$ cat src/hdl/fnem_pkg.sv
package fnem_pkg;

  localparam int MaxWidth = 512;
  localparam int ColW     = $clog2(MaxWidth);
  localparam int FwW      = 10;
  localparam int FhW      = 12;
  localparam int PendW    = $clog2(MaxWidth + 1);
  localparam int CfgW     = 12;
  localparam int PixW     = 24;
  localparam int DiffW    = 10;
  localparam int SumW     = 12;

  localparam logic [FwW-1:0] FwReset = FwW'(512);
  localparam logic [FhW-1:0] FhReset = FhW'(256);

  typedef enum logic [0:0] {
    CfgFrameWidth  = 1'b0,
    CfgFrameHeight = 1'b1
  } cfg_reg_e;

  // one word headed for the difference stage
  typedef struct packed {
    logic            last;
    logic            sel;       // bank holding the centre row
    logic            en_pix;
    logic            en_vert;
    logic            en_left;
    logic            en_right;
    logic [PixW-1:0] pix;
  } item_t;

  function automatic logic [7:0] chan_diff(input logic [7:0] a, input logic [7:0] b);
    return (a > b) ? (a - b) : (b - a);
  endfunction

  function automatic logic [DiffW-1:0] pix_diff(input logic [PixW-1:0] p,
                                                input logic [PixW-1:0] q);
    return DiffW'(chan_diff(p[7:0], q[7:0]))
         + DiffW'(chan_diff(p[15:8], q[15:8]))
         + DiffW'(chan_diff(p[23:16], q[23:16]));
  endfunction

endpackage

$ cat src/hdl/fnem_datapath.sv
module fnem_datapath (
  input  logic                      clk_i,
  input  logic                      rst_ni,
  input  logic                      fire_i,
  input  logic                      item_valid_i,
  input  fnem_pkg::item_t           item_i,
  input  logic [fnem_pkg::PixW-1:0] m0_a_i,
  input  logic [fnem_pkg::PixW-1:0] m0_b_i,
  input  logic [fnem_pkg::PixW-1:0] m1_a_i,
  input  logic [fnem_pkg::PixW-1:0] m1_b_i,
  output logic                      ready_o,
  output logic                      out_valid_o,
  input  logic                      out_ready_i,
  output logic [7:0]                edge_value_o,
  output logic                      last_of_frame_o
);

  logic                       s1_valid_q;
  fnem_pkg::item_t            s1_item_q;
  logic                       s2_valid_q;
  logic                       s2_last_q;
  logic [fnem_pkg::DiffW-1:0] s2_d_q [4];
  logic [fnem_pkg::PixW-1:0]  left_q;

  logic                       out_free, s2_free, s1_free;
  logic [fnem_pkg::PixW-1:0]  centre, vert, right;
  logic [fnem_pkg::DiffW-1:0] d_pix, d_vert, d_left, d_right;
  logic [fnem_pkg::SumW-1:0]  sum;
  logic [fnem_pkg::SumW-3:0]  quarter;

  assign out_free = !out_valid_o || out_ready_i;
  assign s2_free  = !s2_valid_q || out_free;
  assign s1_free  = !s1_valid_q || s2_free;
  assign ready_o  = s1_free;

  always_comb begin
    centre  = s1_item_q.sel ? m1_a_i : m0_a_i;
    vert    = s1_item_q.sel ? m0_a_i : m1_a_i;
    right   = s1_item_q.sel ? m1_b_i : m0_b_i;
    d_pix   = s1_item_q.en_pix   ? fnem_pkg::pix_diff(s1_item_q.pix, centre) : '0;
    d_vert  = s1_item_q.en_vert  ? fnem_pkg::pix_diff(vert, centre)          : '0;
    d_left  = s1_item_q.en_left  ? fnem_pkg::pix_diff(left_q, centre)        : '0;
    d_right = s1_item_q.en_right ? fnem_pkg::pix_diff(right, centre)         : '0;
  end

  always_comb begin
    sum = fnem_pkg::SumW'(s2_d_q[0]) + fnem_pkg::SumW'(s2_d_q[1])
        + fnem_pkg::SumW'(s2_d_q[2]) + fnem_pkg::SumW'(s2_d_q[3]);
    quarter = sum[fnem_pkg::SumW-1:2];
  end

  always_ff @(posedge clk_i or negedge rst_ni) begin
    if (!rst_ni) begin
      s1_valid_q  <= 1'b0;
      s2_valid_q  <= 1'b0;
      out_valid_o <= 1'b0;
    end else begin
      if (s1_free) begin
        s1_valid_q <= fire_i && item_valid_i;
      end
      if (s2_free) begin
        s2_valid_q <= s1_valid_q;
      end
      if (out_free) begin
        out_valid_o <= s2_valid_q;
      end
    end
  end

  always_ff @(posedge clk_i) begin
    if (fire_i && item_valid_i) begin
      s1_item_q <= item_i;
    end
    // left neighbour is the previous word's centre in the same row
    if (s1_valid_q && s2_free) begin
      left_q    <= centre;
      s2_d_q[0] <= d_pix;
      s2_d_q[1] <= d_vert;
      s2_d_q[2] <= d_left;
      s2_d_q[3] <= d_right;
      s2_last_q <= s1_item_q.last;
    end
    if (s2_valid_q && out_free) begin
      edge_value_o    <= (quarter > 10'd255) ? 8'd255 : quarter[7:0];
      last_of_frame_o <= s2_last_q;
    end
  end

endmodule

$ cat config.mk
export PLATFORM = sky130hd
export DESIGN_NAME = fnem_datapath
export DESIGN_NICKNAME = d
export VERILOG_FILES = /design/src/hdl/fnem_pkg.sv /design/src/hdl/fnem_datapath.sv
export SDC_FILE = /design/constraint.sdc
export NUM_CORES = 1
export LEC_CHECK = 0
export BUFFER_PORTS_ARGS = -buffer_cell sky130_fd_sc_hd__buf_2
export CAP_MARGIN = 5
export CORE_ASPECT_RATIO = 1.25
export CORE_MARGIN = 8
export CORE_UTILIZATION = 62
export DETAILED_ROUTE_END_ITERATION = 8
export PLACE_DENSITY = 0.89
export RECOVER_POWER = 100
export REMOVE_ABC_BUFFERS = 1
export SLEW_MARGIN = 20
export SYNTH_ARGS = -nofsm -noshare
export SYNTH_HDL_FRONTEND = slang
export SYNTH_SLANG_ARGS = --single-unit
$ cat constraint.sdc
create_clock -name clk_i -period 7.4 [get_ports clk_i]
set_input_delay 1.48 -clock clk_i [delete_from_list [all_inputs] [get_ports clk_i]]
set_output_delay 1.48 -clock clk_i [all_outputs]
set_load 0.005 [all_outputs]
; ---- Yosys cells after proc, flatten, opt, wreduce, memory -nomap -nowiden
; Memories as Yosys holds them, arrays and structs flattened.
; Cells that the tools add are included.
[word_totals]
mem_count = 1
inputBits = 131
regBits = 67
wordCells = 93
mem_bits_rw = 40
mem_bits_ro = 0
latch_bits = 0
[op_classes]
n_lt_le_gt_ge = 13
mul = 0
n_mux = 21
n_reduce_logical = 9
bitwise_logic = 0
div_mod_pow = 0
add_sub_neg = 35
eq_ne = 0
shift = 0
[memory_table]
columns = memory, words, width, rd, rd_clocked_by_memory_dff, wr, line_no
row1 = s2_d_q, 4, 10, 4, 0, 4, fnem_datapath.sv:22  ; logic [fnem_pkg::DiffW-1:0] s2_d_q [4];
[op_table]
columns = op, n
row1 = 8-bit subtractor, 24
row2 = 8-bit > comparator, 12
row3 = 8-bit 2-to-1 mux, 12
row4 = 24-bit 2-to-1 mux, 3
row5 = 9-bit by 8-bit adder with 10-bit output, 4
row6 = 10-bit 2-to-1 mux, 4
row7 = 8-bit by 8-bit adder with 9-bit output, 4
row8 = 11-bit by 10-bit adder with 12-bit output, 1
row9 = 12-bit by 10-bit adder with 12-bit output, 1
row10 = 10-bit by 10-bit adder with 11-bit output, 1
row11 = 10-bit by 8-bit > comparator with 1-bit output (second input constant), 1
row12 = 1-bit logical AND, 3
row13 = 1-bit zero test, 3
row14 = 1-bit logical OR, 3
row15 = 1-bit 2-to-1 mux, 2

; ---- Depth between registers and ports, before layout
[depth]
ltp_word = 6
depth_mapped = 23
ltp_nobuf = 21

; ---- Worst setup path after synthesis
; Ideal clock, no wire load.
[synth_timing]
path_type = input -> register
start = input port m1_a_i[1] (netlist name)
end = memory s2_d_q[2][8] (netlist name), data pin
setup_ns = 0.258
arrival_time_ns = 5.848
stages = 17
slack_ns = 1.294
n_path_buf = 0
required_time_ns = 7.142
cell_sequence = mux2i_1 > inv_1 > ha_1 > nand3_1 > o32a_1 > a21oi_4 > mux2i_1 > xnor2_1 > fa_1 > inv_1 > ha_1 > a21o_1 > a21oi_1 > o22ai_1 > o41ai_1 > xnor2_1 > nor2_1
[synth_lines]
columns = item, line_no
row1 = "start, declared", fnem_datapath.sv:9  ; input logic [fnem_pkg::PixW-1:0] m1_a_i,
row2 = "end, declared", fnem_datapath.sv:22

==> results_dict.tcl <==
set metrics [dict create \
    routed_wl_um 36700 \
    total_power_w 0.00586 \
    place_ws_ns 0.823 \
    tritoncts.num_buffers 9 \
    post_cts_buffers 0 \
    cts-root-buf "clkbuf_16" \
    clkLatencyLatePin_ns 0.36 \
    reg2reg_depth 22 \
    synth-seq-cells 107 \
    drive_gt1_frac 0.102 \
    fmax_mhz 153 \
    critPathLaunchType "input port" \
    vias_per_cell 5.82 \
    dieArea_um2 28300 \
    grt_pass1_vias 11900 \
    powerDensity_nw_per_um2 374 \
    syn2layout_area_growth_pct 9.11 \
    min_path_cells 0 \
    crit_chain "buf_2 -> mux2i_1 -> clkbuf_1 -> inv_1 -> ha_1 -> inv_1 -> fa_1 -> a21o_1 -> a21oi_1 -> o21a_1 -> o21ai_0 -> mux2i_1 -> xnor2_1 -> fa_1 -> inv_1 -> fa_1 -> a21o_1 -> a21oi_1 -> o21ai_0 -> a21oi_1 -> xnor2_1 -> and2_0" \
    floorplan.initialDensity 0.627 \
    synth_flop_cell "edfxtp_1" \
    ctsHoldBuffers 0 \
    ir_drop_mv 0.294 \
    clock_path_buffers 2 \
    max-slew-margin-rel -1.56 \
    rows 62 \
    avgSynthCellArea_um2 9.62 \
    synthArstFlopShare 0.0280 \
    portBuffers 141 \
    cp.required_ns 7.51 \
    tightest_slew_ns 3.83 \
    clk_pin_slew_ns 0.08 \
    fin_ws_ns 0.879 \
    synth_warnings 0 \
    maxCapViolations 2 \
    path_class "input port to flop" \
    synth_common_cells "inv_1, ha_1, mux2i_1" \
    rsz0062_at_grt "no" \
    critPathMaxStageDelay_ns 0.93 \
    syn_inst 1491 \
    dp.cells 1925 \
    worstPathArrival_ns 6.64 \
    grt_pass1_wl_um 57900 \
    core_um2 22900 \
    antenna_found_initial 0 \
    hp-class "flop to flop" \
    final_max_slew_viol_count 97 \
    yosysSeqAreaShare 0.223 \
    drc 0 \
    hold_viol 0 \
    clock-sinks 107 \
    synth_edf_count 104 \
    drt-pass1-iter-count 5 \
    overflow 0 \
    path_max_fanout 7 \
    violations "max-capacitance violations, max-slew violations" \
    postCtsResizedCells 0 \
    wl_per_cell_um 18.9 \
    fin_cells 1941 \
    synth_area_leader_cell "edfxtp_1" \
    period_share 0.881 \
    grt_max_degree 66 \
    cts_max_level 3 \
    cp_num_buf_inv 5 \
    antenna_left 0 \
    die_w_um 152 \
    diodes 0 \
    cts_tree "done" \
    ioPinCount 142 \
    critPathSlowestCell "o21ai_0" \
    netlist_top_cells_area "edfxtp_1, ha_1, fa_1" \
    placed_area_um2 15500 \
    path_depth 22 \
    fp.dieH_um 186 \
    vias 11300 \
    cp-end-kind "flop" \
    leakagePower_nw 7.90 \
    synth_top_area_frac 0.218 \
    finalSetupViolations 0 \
    finalCriticalPeriod_ns 6.52 \
    synth.cell_area_um2 14300 \
    status "finished with violations" \
    dr.first_iter.drc_count 688 \
    crit_family "compound AO/OA/AOI/OAI gates" \
    grt_usage 0.258 \
    fillerInstances 1730 \
    place_congestion 0.980 \
    yosysUniqueCellTypes 55 \
    fin_area_um2 15700 \
    final_nets 2077 \
    fin_worst_skew_ns 0.0154 \
    hpwlAfterDp_um 30200 \
    yosysMostFrequentCell "inv_1" \
]
==> worst paths after layout <==
| check | startpoint | endpoint | slack [ns] |
|---|---|---|---|
| worst max-delay path | m0_a_i[8] | s2_d_q[1][7] | 0.88 |
| worst min-delay path | s2_last_q | last_of_frame_o | 0.43 |
| worst max register to register | s1_item_q[28] | s2_d_q[1][7] | 1.23 |
| worst min register to register | s2_last_q | last_of_frame_o | 0.43 |
| max in group asynchronous | rst_ni | s2_valid_q | 6.34 |
| min in group asynchronous | rst_ni | out_valid_o | 0.91 |
==> where the power goes <==
part | total [W] | switching [W] | internal, W | leakage, nW
clock network | 0.000462 | 0.000234 | 0.000228 | 0.135
registers | 0.000984 | 0.0000495 | 0.000934 | 1.01
logic | 0.00441 | 0.00249 | 0.00192 | 6.75
total | 0.00586 | 0.00278 | 0.00308 | 7.90
==> per-layer routing <==
metal	global-route usage	vias to the layer above	wire, µm
li1	-	5397	-
met1	0.269	5400	13800
met2	0.487	386	18900
met3	0.0376	115	1800
met4	0.157	0	2110
met5	0	-	0
==> kinds of logic (layout without fill, tap and decap cells) <==
logic type	Yosys count	count (layout)	synth area share
AO/OA/AOI/OAI	336	336	0.152
buffers and inverters	304	466	0.0814
adder cells (fa/ha/maj)	298	298	0.302
AND/OR/NAND/NOR	191	191	0.0713
multiplexers	160	160	0.113
flip-flops	107	107	0.223
XOR/XNOR	95	95	0.0580
==> stage by stage <==
stage	TNS (ns)	util	hold WS [ns]
3_3_place_gp	0	0.678	0.406
4_1_cts	0	0.690	0.432
3_5_place_dp	0	0.678	0.406
6_report	0	0.684	0.430
5_1_grt	0	0.684	0.444
2_1_floorplan	-2.05	-	0.400
==> area by class of cell <==
type / instances / area [µm²] / area share
multi-input cells: 1080 / 9950 / 0.635
clock buffers: 9 / 225 / 0.0144
flip-flops and latches: 107 / 3200 / 0.204
clock inverters: 7 / 43.8 / 0.00280
well taps: 288 / 360 / 0.0230
inverters: 283 / 1060 / 0.0679
repair buffers: 167 / 817 / 0.0522
==> cell usage in the layout (no fill, tap or decap), drive strengths merged, types with 10 or more instances in the layout <==
master	instances
inv	284
ha	218
mux2i	149
a21oi	144
buf	130
edfxtp	104
fa	80
xnor2	59
nand2	54
and2	50
a21o	47
o21ai	46
clkbuf	46
xor2	36
o21bai	24
a21boi	21
nand3	18
a211oi	18
nor2	17
nor2b	15
mux2	11
and4	10
==> registers in the layout, indices dropped and copies added, names as in the netlist <==
register,flops
s1_valid_q,1
s1_item_q,30
s2_valid_q,1
s2_last_q,1
s2_d_q,40
last_of_frame_o,1
out_valid_o,1
left_q,24
edge_value_o,8
(Power assumes the default switching activity.)
