### config.mk
export PLATFORM = sky130hd
export DESIGN_NAME = fnem_ctrl
export DESIGN_NICKNAME = d
export VERILOG_FILES = /design/src/hdl/fnem_pkg.sv /design/src/hdl/fnem_ctrl.sv
export SDC_FILE = /design/constraint.sdc
export NUM_CORES = 1
export LEC_CHECK = 0
export ABC_AREA = 1
export BUFFER_PORTS_ARGS = -buffer_cell sky130_fd_sc_hd__buf_2
export CORE_MARGIN = 5
export CORE_UTILIZATION = 53
export CTS_CLUSTER_DIAMETER = 100
export CTS_CLUSTER_SIZE = 8
export DETAILED_ROUTE_END_ITERATION = 8
export PLACE_DENSITY = 0.82
export SETUP_SLACK_MARGIN = 0.3
export SLEW_MARGIN = 20
export SYNTH_ARGS = -nofsm -noshare
export SYNTH_HDL_FRONTEND = slang
export SYNTH_SLANG_ARGS = --single-unit
### constraint.sdc
create_clock -name clk_i -period 3 [get_ports clk_i]
set_input_delay 0.9 -clock clk_i [delete_from_list [all_inputs] [get_ports clk_i]]
set_output_delay 0.9 -clock clk_i [all_outputs]
set_load 0.005 [all_outputs]
### src/hdl/fnem_pkg.sv
package fnem_pkg;

  localparam int MaxWidth = 512;
  localparam int ColW     = $clog2(MaxWidth);
  localparam int FwW      = 10;
  localparam int FhW      = 12;
  localparam int PendW    = $clog2(MaxWidth + 1);
  localparam int CfgW     = 12;
  localparam int PixW     = 24;
  localparam int DiffW    = 10;
  localparam int SumW     = 12;

  localparam logic [FwW-1:0] FwReset = FwW'(512);
  localparam logic [FhW-1:0] FhReset = FhW'(256);

  typedef enum logic [0:0] {
    CfgFrameWidth  = 1'b0,
    CfgFrameHeight = 1'b1
  } cfg_reg_e;

  // one word headed for the difference stage
  typedef struct packed {
    logic            last;
    logic            sel;       // bank holding the centre row
    logic            en_pix;
    logic            en_vert;
    logic            en_left;
    logic            en_right;
    logic [PixW-1:0] pix;
  } item_t;

  function automatic logic [7:0] chan_diff(input logic [7:0] a, input logic [7:0] b);
    return (a > b) ? (a - b) : (b - a);
  endfunction

  function automatic logic [DiffW-1:0] pix_diff(input logic [PixW-1:0] p,
                                                input logic [PixW-1:0] q);
    return DiffW'(chan_diff(p[7:0], q[7:0]))
         + DiffW'(chan_diff(p[15:8], q[15:8]))
         + DiffW'(chan_diff(p[23:16], q[23:16]));
  endfunction

endpackage

### src/hdl/fnem_ctrl.sv
module fnem_ctrl (
  input  logic                       clk_i,
  input  logic                       rst_ni,
  input  logic                       cfg_we_i,
  input  logic [0:0]                 cfg_index_i,
  input  logic [fnem_pkg::CfgW-1:0]  cfg_data_i,
  input  logic                       fire_i,
  input  logic [7:0]                 red_i,
  input  logic [7:0]                 green_i,
  input  logic [7:0]                 blue_i,
  input  logic                       drain_i,
  output logic [1:0]                 mem_we_o,
  output logic [fnem_pkg::ColW-1:0]  mem_waddr_o,
  output logic [fnem_pkg::PixW-1:0]  mem_wdata_o,
  output logic [fnem_pkg::ColW-1:0]  raddr_a_o,
  output logic [fnem_pkg::ColW-1:0]  raddr_b_o,
  output logic                       item_valid_o,
  output fnem_pkg::item_t            item_o
);

  logic [fnem_pkg::FwW-1:0]   fw_q;
  logic [fnem_pkg::FhW-1:0]   fh_q;
  logic [fnem_pkg::ColW-1:0]  col_q, col_d;
  logic [fnem_pkg::FhW-1:0]   row_q, row_d;
  logic [fnem_pkg::PendW-1:0] pend_q, pend_d;

  logic [fnem_pkg::FwW-1:0]   eff_w;
  logic [fnem_pkg::FhW-1:0]   eff_h;
  logic [fnem_pkg::FwW-1:0]   col_p1;
  logic [fnem_pkg::FhW:0]     row_p1;
  logic                       pix_ok;
  logic                       drn_ok;
  logic [fnem_pkg::PixW-1:0]  pix;

  always_ff @(posedge clk_i or negedge rst_ni) begin
    if (!rst_ni) begin
      fw_q <= fnem_pkg::FwReset;
      fh_q <= fnem_pkg::FhReset;
    end else if (cfg_we_i) begin
      case (fnem_pkg::cfg_reg_e'(cfg_index_i))
        fnem_pkg::CfgFrameWidth:  fw_q <= cfg_data_i[fnem_pkg::FwW-1:0];
        fnem_pkg::CfgFrameHeight: fh_q <= cfg_data_i[fnem_pkg::FhW-1:0];
        default: ;
      endcase
    end
  end

  always_comb begin
    if (fw_q == '0) begin
      eff_w = fnem_pkg::FwW'(1);
    end else if (fw_q > fnem_pkg::FwW'(fnem_pkg::MaxWidth)) begin
      eff_w = fnem_pkg::FwW'(fnem_pkg::MaxWidth);
    end else begin
      eff_w = fw_q;
    end
    eff_h = (fh_q == '0) ? fnem_pkg::FhW'(1) : fh_q;
  end

  assign col_p1 = fnem_pkg::FwW'(col_q) + fnem_pkg::FwW'(1);
  assign row_p1 = {1'b0, row_q} + (fnem_pkg::FhW + 1)'(1);
  assign pix    = {blue_i, green_i, red_i};
  assign pix_ok = fire_i && !drain_i && (pend_q == '0);
  assign drn_ok = fire_i && drain_i && (pend_q != '0);

  // line store write: current row's bank
  always_comb begin
    mem_we_o           = '0;
    mem_we_o[row_q[0]] = pix_ok;
  end
  assign mem_waddr_o = col_q;
  assign mem_wdata_o = pix;
  assign raddr_a_o   = col_q;
  assign raddr_b_o   = fnem_pkg::ColW'(col_p1);

  // pixel: centre is the row above; drain: centre is the final row itself
  always_comb begin
    item_o.last     = drain_i && (pend_q == fnem_pkg::PendW'(1));
    item_o.sel      = drain_i ? row_q[0] : ~row_q[0];
    item_o.en_pix   = !drain_i;
    item_o.en_vert  = drain_i ? (row_q != '0) : (row_q > fnem_pkg::FhW'(1));
    item_o.en_left  = (col_q != '0);
    item_o.en_right = (col_p1 < eff_w);
    item_o.pix      = pix;
    item_valid_o    = drn_ok || (pix_ok && (row_q != '0));
  end

  always_comb begin
    col_d  = col_q;
    row_d  = row_q;
    pend_d = pend_q;
    if (pix_ok) begin
      if (col_p1 >= eff_w) begin
        col_d = '0;
        if (row_p1 >= {1'b0, eff_h}) begin
          pend_d = fnem_pkg::PendW'(eff_w);
        end else begin
          row_d = row_p1[fnem_pkg::FhW-1:0];
        end
      end else begin
        col_d = fnem_pkg::ColW'(col_p1);
      end
    end else if (drn_ok) begin
      pend_d = pend_q - fnem_pkg::PendW'(1);
      col_d  = fnem_pkg::ColW'(col_p1);
      if (pend_q == fnem_pkg::PendW'(1)) begin
        row_d = '0;
        col_d = '0;
      end
    end
  end

  always_ff @(posedge clk_i or negedge rst_ni) begin
    if (!rst_ni) begin
      col_q  <= '0;
      row_q  <= '0;
      pend_q <= '0;
    end else begin
      col_q  <= col_d;
      row_q  <= row_d;
      pend_q <= pend_d;
    end
  end

`ifndef SYNTHESIS
  a_no_write_in_flush: assert property (@(posedge clk_i) disable iff (!rst_ni)
    (pend_q != '0) |-> (mem_we_o == '0))
    else $error("line store written while flushing");

  a_one_bank: assert property (@(posedge clk_i) disable iff (!rst_ni)
    $onehot0(mem_we_o))
    else $error("both banks written");

  a_flush_end: assert property (@(posedge clk_i) disable iff (!rst_ni)
    (drn_ok && (pend_q == fnem_pkg::PendW'(1))) |=>
      ((pend_q == '0) && (row_q == '0) && (col_q == '0)))
    else $error("flush end did not rewind position");

  a_pend_range: assert property (@(posedge clk_i) disable iff (!rst_ni)
    pend_q <= fnem_pkg::PendW'(fnem_pkg::MaxWidth))
    else $error("pending count out of range");
`endif

endmodule

**Word level (Yosys, flattened, before mapping)**

Index checks and enable logic that the tools add are counted.
W data, S select, Z words.

- Register bits: 53
- Input bits: 42

- Equality and inequality tests: 4
- Add/subtract/negate cells: 3
- Bitwise gates (word level): 3
- Reduce and logical (&&, ||, !) cells: 21
- Muxes and demuxes: 20
- Order comparisons: 7

Operators with widths:

| operator | number |
|---|---|
| $mux W12 | 6 |
| $mux W10 | 6 |
| $mux W9 | 4 |
| $logic_not A10 Y1 | 2 |
| $add A12 B1 Y13 const B | 1 |
| $ge A13 B12 Y1 | 1 |
| $gt A12 B1 Y1 const B | 1 |
| $logic_not A12 Y1 | 1 |
| $reduce_bool A12 Y1 | 1 |
| $add A9 B1 Y10 const B | 1 |
| $eq A10 B1 Y1 const B | 1 |
| $ge A10 B10 Y1 | 1 |
| $gt A10 B10 Y1 const B | 1 |
| $lt A10 B10 Y1 | 1 |
| $reduce_bool A10 Y1 | 1 |
| $sub A10 B1 Y10 const B | 1 |
| $reduce_bool A9 Y1 | 1 |
| $logic_and A1 B1 Y1 | 7 |
| $ne A2 B1 Y1 const B | 2 |
| $reduce_and A2 Y1 | 2 |
| $reduce_and A4 Y1 | 1 |
| $reduce_bool A2 Y1 | 2 |
| $mux W1 | 3 |
| $reduce_and A3 Y1 | 1 |
| 8 further kinds | 9 |

**Depth between registers and ports, before layout**

- Depth after elaboration: 6
- Depth in mapped cells: 19
- Gate-level depth less buffers: 18

**Worst setup path after synthesis**

Ideal clock, no wire load.

- Kind: register to output
- Start point: reg col_q (netlist bit mem_waddr_o[0])
- End point: out item_o[24] (netlist bit)
- Setup slack: 20 ps
- Required time: 2,100 ps
- Arrival: 2,080 ps
- Stages on the path, launching flop included: 14
- Path through: dfrtp_1 -> ha_1 -> nand2_1 -> inv_1 -> nand2_1 -> nor3b_1 -> nand2_1 -> xor2_1 -> ha_1 -> nand2_1 -> nor2_1 -> nand3_1 -> nand2_1 -> nor2_1

RTL lines:

| what | RTL line | text |
|---|---|---|
| from (decl) | fnem_ctrl.sv:23 | `logic [fnem_pkg::ColW-1:0] col_q, col_d;` |
| from (signal assigned) | fnem_ctrl.sv:118 | `col_q <= col_d;` |
| to (decl) | fnem_ctrl.sv:18 | `output fnem_pkg::item_t item_o` |

==> results.json <==
{
  "initial_utilization_pct": 54.8,
  "async_flop_share_pct": 100,
  "area_growth_pct": 15.9,
  "setup_violations": 3,
  "die_h_um": 99.8,
  "ant_nets": 0,
  "clk_path_buf_depth": 2,
  "final_cells": 713,
  "clk_latency_ns": 0.31,
  "synth_area_leaders": "dfrtp_1, nand2_1, buf_4, ha_1, inv_1",
  "ioPinCount": 126,
  "cts_tree": "done",
  "grt_first_pass_wirelength_um": 17100,
  "drtPass1Iterations": 5,
  "status": "complete, but fails checks",
  "p_per_area_nw_per_um2": 737,
  "violations": "setup timing",
  "drv_slew": 0,
  "cp_num_buf_inv": 3,
  "core_area_um2": 7810,
  "crit_slowest_cell": "dfrtp_1",
  "cts_buffers": 5,
  "drtIter0Drc": 222,
  "power.leakage_nw": 2.63,
  "antenna_found_initial": 0,
  "clock_skew_ns": 0.00863,
  "nFillCells": 598,
  "switchingPower_w": 0.00163,
  "vias_per_cell": 5.51,
  "clock-sinks": 53,
  "syn_area_um2": 4280,
  "synth_cell_types": 38,
  "seqPwrFrac_pct": 29.2,
  "power_w": 0.00365,
  "regArea_um2": 1330,
  "arrival_ns": 2.50,
  "p_comb_share_pct": 57.4,
  "cp.required_ns": 2.10,
  "synth.most_common_cell": "nand2_1",
  "postRouteWirelength_um": 11400,
  "peakVddDrop_uv": 417,
  "maxCapViolCount": 0,
  "grtUsageTotal_pct": 20.8,
  "worstSetupStartpointType": "flop",
  "postSynthCellCount": 580,
  "place_inst": 685,
  "yosysSeqAreaShare_pct": 31.1,
  "dp_hpwl_um": 7730,
  "rows": 32,
  "min_period_over_period_pct": 113,
  "rsz0062_at_grt": "true",
  "yosys_warnings": 0,
  "worstPathCellList": "ha_2 -> nand2_2 -> inv_2 -> nand2_4 -> buf_4 -> nor2_1 -> nor2_1 -> nor2_2 -> ha_1 -> nand2_1 -> nor2_4 -> nand3_2 -> nand2_1 -> nor2_2 -> buf_2",
  "clk_pin_slew_ns": 0.10,
  "crit_family": "simple AND/OR/NAND/NOR gates",
  "synth.net_count": 651,
  "whs_ns": 0.513,
  "grt_pass1_vias": 3798,
  "final_layout_size_suffix_gt1_share_pct": 33.1,
  "cp_max_fo": 3,
  "ys_seq_elements": 53,
  "worstSetupPathType": "reg2out",
  "synth_top_area_share_pct": 29.8,
  "portBuffers": 53,
  "vias": 3926,
  "yosysTopAreaCell": "dfrtp_1",
  "nets": 681,
  "pwr-share-clk_pct": 13.4,
  "cts_htree_levels": 2,
  "slew_headroom_pct": 54.6,
  "p_int_w": 0.00202,
  "tightest_slew_ns": 0.677,
  "gp_congestion": 0.931,
  "p_sw_share_pct": 44.8,
  "wl_per_cell_um": 16.0,
  "slowest_delay_ns": 0.37,
  "die_area_um2": 9970,
  "drc": 0,
  "worst_slack_ns": -0.398,
  "worstHoldPathType": "reg2reg",
  "avgSynthCellArea_um2": 7.37,
  "synth_edf_count": 0,
  "overflow": 0,
  "die_w_um": 99.8,
  "max_freq_mhz": 294,
  "multi_input_area_um2": 2510,
  "synth_common_cells": "nand2_1, inv_1, buf_4, dfrtp_1, nor2_1",
  "diodes": 0,
  "final-hold-violation-count": 0,
  "root_buffer": "clkbuf_8",
  "timing.final.crit_period_ns": 3.40,
  "grt_max_degree": 25,
  "dominantRegCellSynth": "dfrtp_1",
  "end_kind": "output port"
}
layout make-up:
| class | count | area share [%] |
|---|---|---|
| multi-input cells | 385 | 50.7 |
| repair buffers | 89 | 11.8 |
| clock inverters | 2 | 0.782 |
| well taps | 102 | 2.57 |
| clock buffers | 6 | 1.46 |
| flip-flops and latches | 53 | 26.8 |
| inverters | 76 | 5.81 |
flip-flops by register name, summed over array words and instances (netlist names):
name / count
fh_q: 12
row_q: 12
fw_q: 10
pend_q: 10
mem_waddr_o: 9
power by group through the flow:
stage / Combinational, W / Clock, W / Sequential [W]
5_1_grt: 0.00229 / 0.000531 / 0.00109
3_5_place_dp: 0.00163 / 0 / 0.00106
2_1_floorplan: 0.00118 / 0 / 0.00104
6_report: 0.00210 / 0.000491 / 0.00106
4_1_cts: 0.00177 / 0.000504 / 0.00104
3_3_place_gp: 0.00157 / 0 / 0.00104
final timing paths:
check	depth (start not counted)	slack (ns)	from	endpoint
min	2	0.51	fh_q[0]	fh_q[0]
min reg2reg	2	0.51	fh_q[0]	fh_q[0]
max in group asynchronous	2	1.82	rst_ni	row_q[0]
max reg2reg	21	-0.01	mem_waddr_o[0]	pend_q[1]
max	15	-0.40	mem_waddr_o[0]	item_o[24]
min in group asynchronous	1	0.54	rst_ni	fh_q[6]
cells by family after synthesis:
group	synth area share, %
flops	31.1
fa+ha+maj	8.48
buf+inv	18.5
xor+xnor	3.69
simple gates	31.5
compound gates	6.79
worst reg2reg max path, stage by stage, from the launching register on:
cell and delay, ns:
dfrtp_1 0.37, ha_2 0.20, nand2_2 0.07, inv_2 0.09
nand2_4 0.06, nor3b_4 0.21, nand2_2 0.09, xor2_2 0.15
ha_1 0.30, nand2_2 0.08, a21oi_2 0.13, nor2_2 0.07
buf_4 0.13, buf_6 0.10, buf_6 0.10, buf_6 0.10
nand4_1 0.14, nor2_4 0.07, nor2_8 0.18, nand2_4 0.10
nand2_1 0.11, nand2_2 0.07
metrics by stage:
| step | setup WS, ns | instance area [µm²] | util (%) | setup TNS (ns) |
|---|---|---|---|---|
| 2_1_floorplan | 0.134 | 4290 | - | 0 |
| 5_1_grt | -0.548 | 4960 | 63.5 | -2.84 |
| 6_report | -0.398 | 4960 | 63.5 | -0.414 |
| 4_1_cts | -0.299 | 4600 | 58.9 | -0.299 |
| 3_3_place_gp | 0.0384 | 4330 | 55.4 | 0 |
| 3_5_place_dp | -0.0319 | 4330 | 55.4 | -0.0319 |
cells in the final DEF (no fill, tap or decap), types with 9 or more instances in the layout:
| cell | count |
|---|---|
| o21ai_0 | 33 |
| nor2_1 | 38 |
| buf_4 | 26 |
| nor2_2 | 11 |
| nand3_2 | 28 |
| nand2_1 | 123 |
| xor2_1 | 10 |
| dfrtp_1 | 51 |
| nand3_1 | 19 |
| nand2_2 | 21 |
| inv_1 | 66 |
| inv_2 | 9 |
| buf_2 | 52 |
| buf_6 | 9 |
| ha_1 | 27 |
metal layers:
layer / vias to the layer above / track usage (%) / wire [µm]
li1: 1850 / - / -
met1: 1826 / 26.2 / 4450
met2: 195 / 35.2 / 5530
met3: 55 / 3.34 / 846
met4: 0 / 8.72 / 551
met5: - / 0 / 0
what timing repair did:
action | in CTS | in global routing
pin swaps | 14 | 28
cloned | 1 | 3
gates resized for setup | 27 | 69
endpoints found under the setup margin | 30 | 36
hold buffers | 0 | 0
buffers inserted | 8 | 8
(Power assumes the default switching activity.)
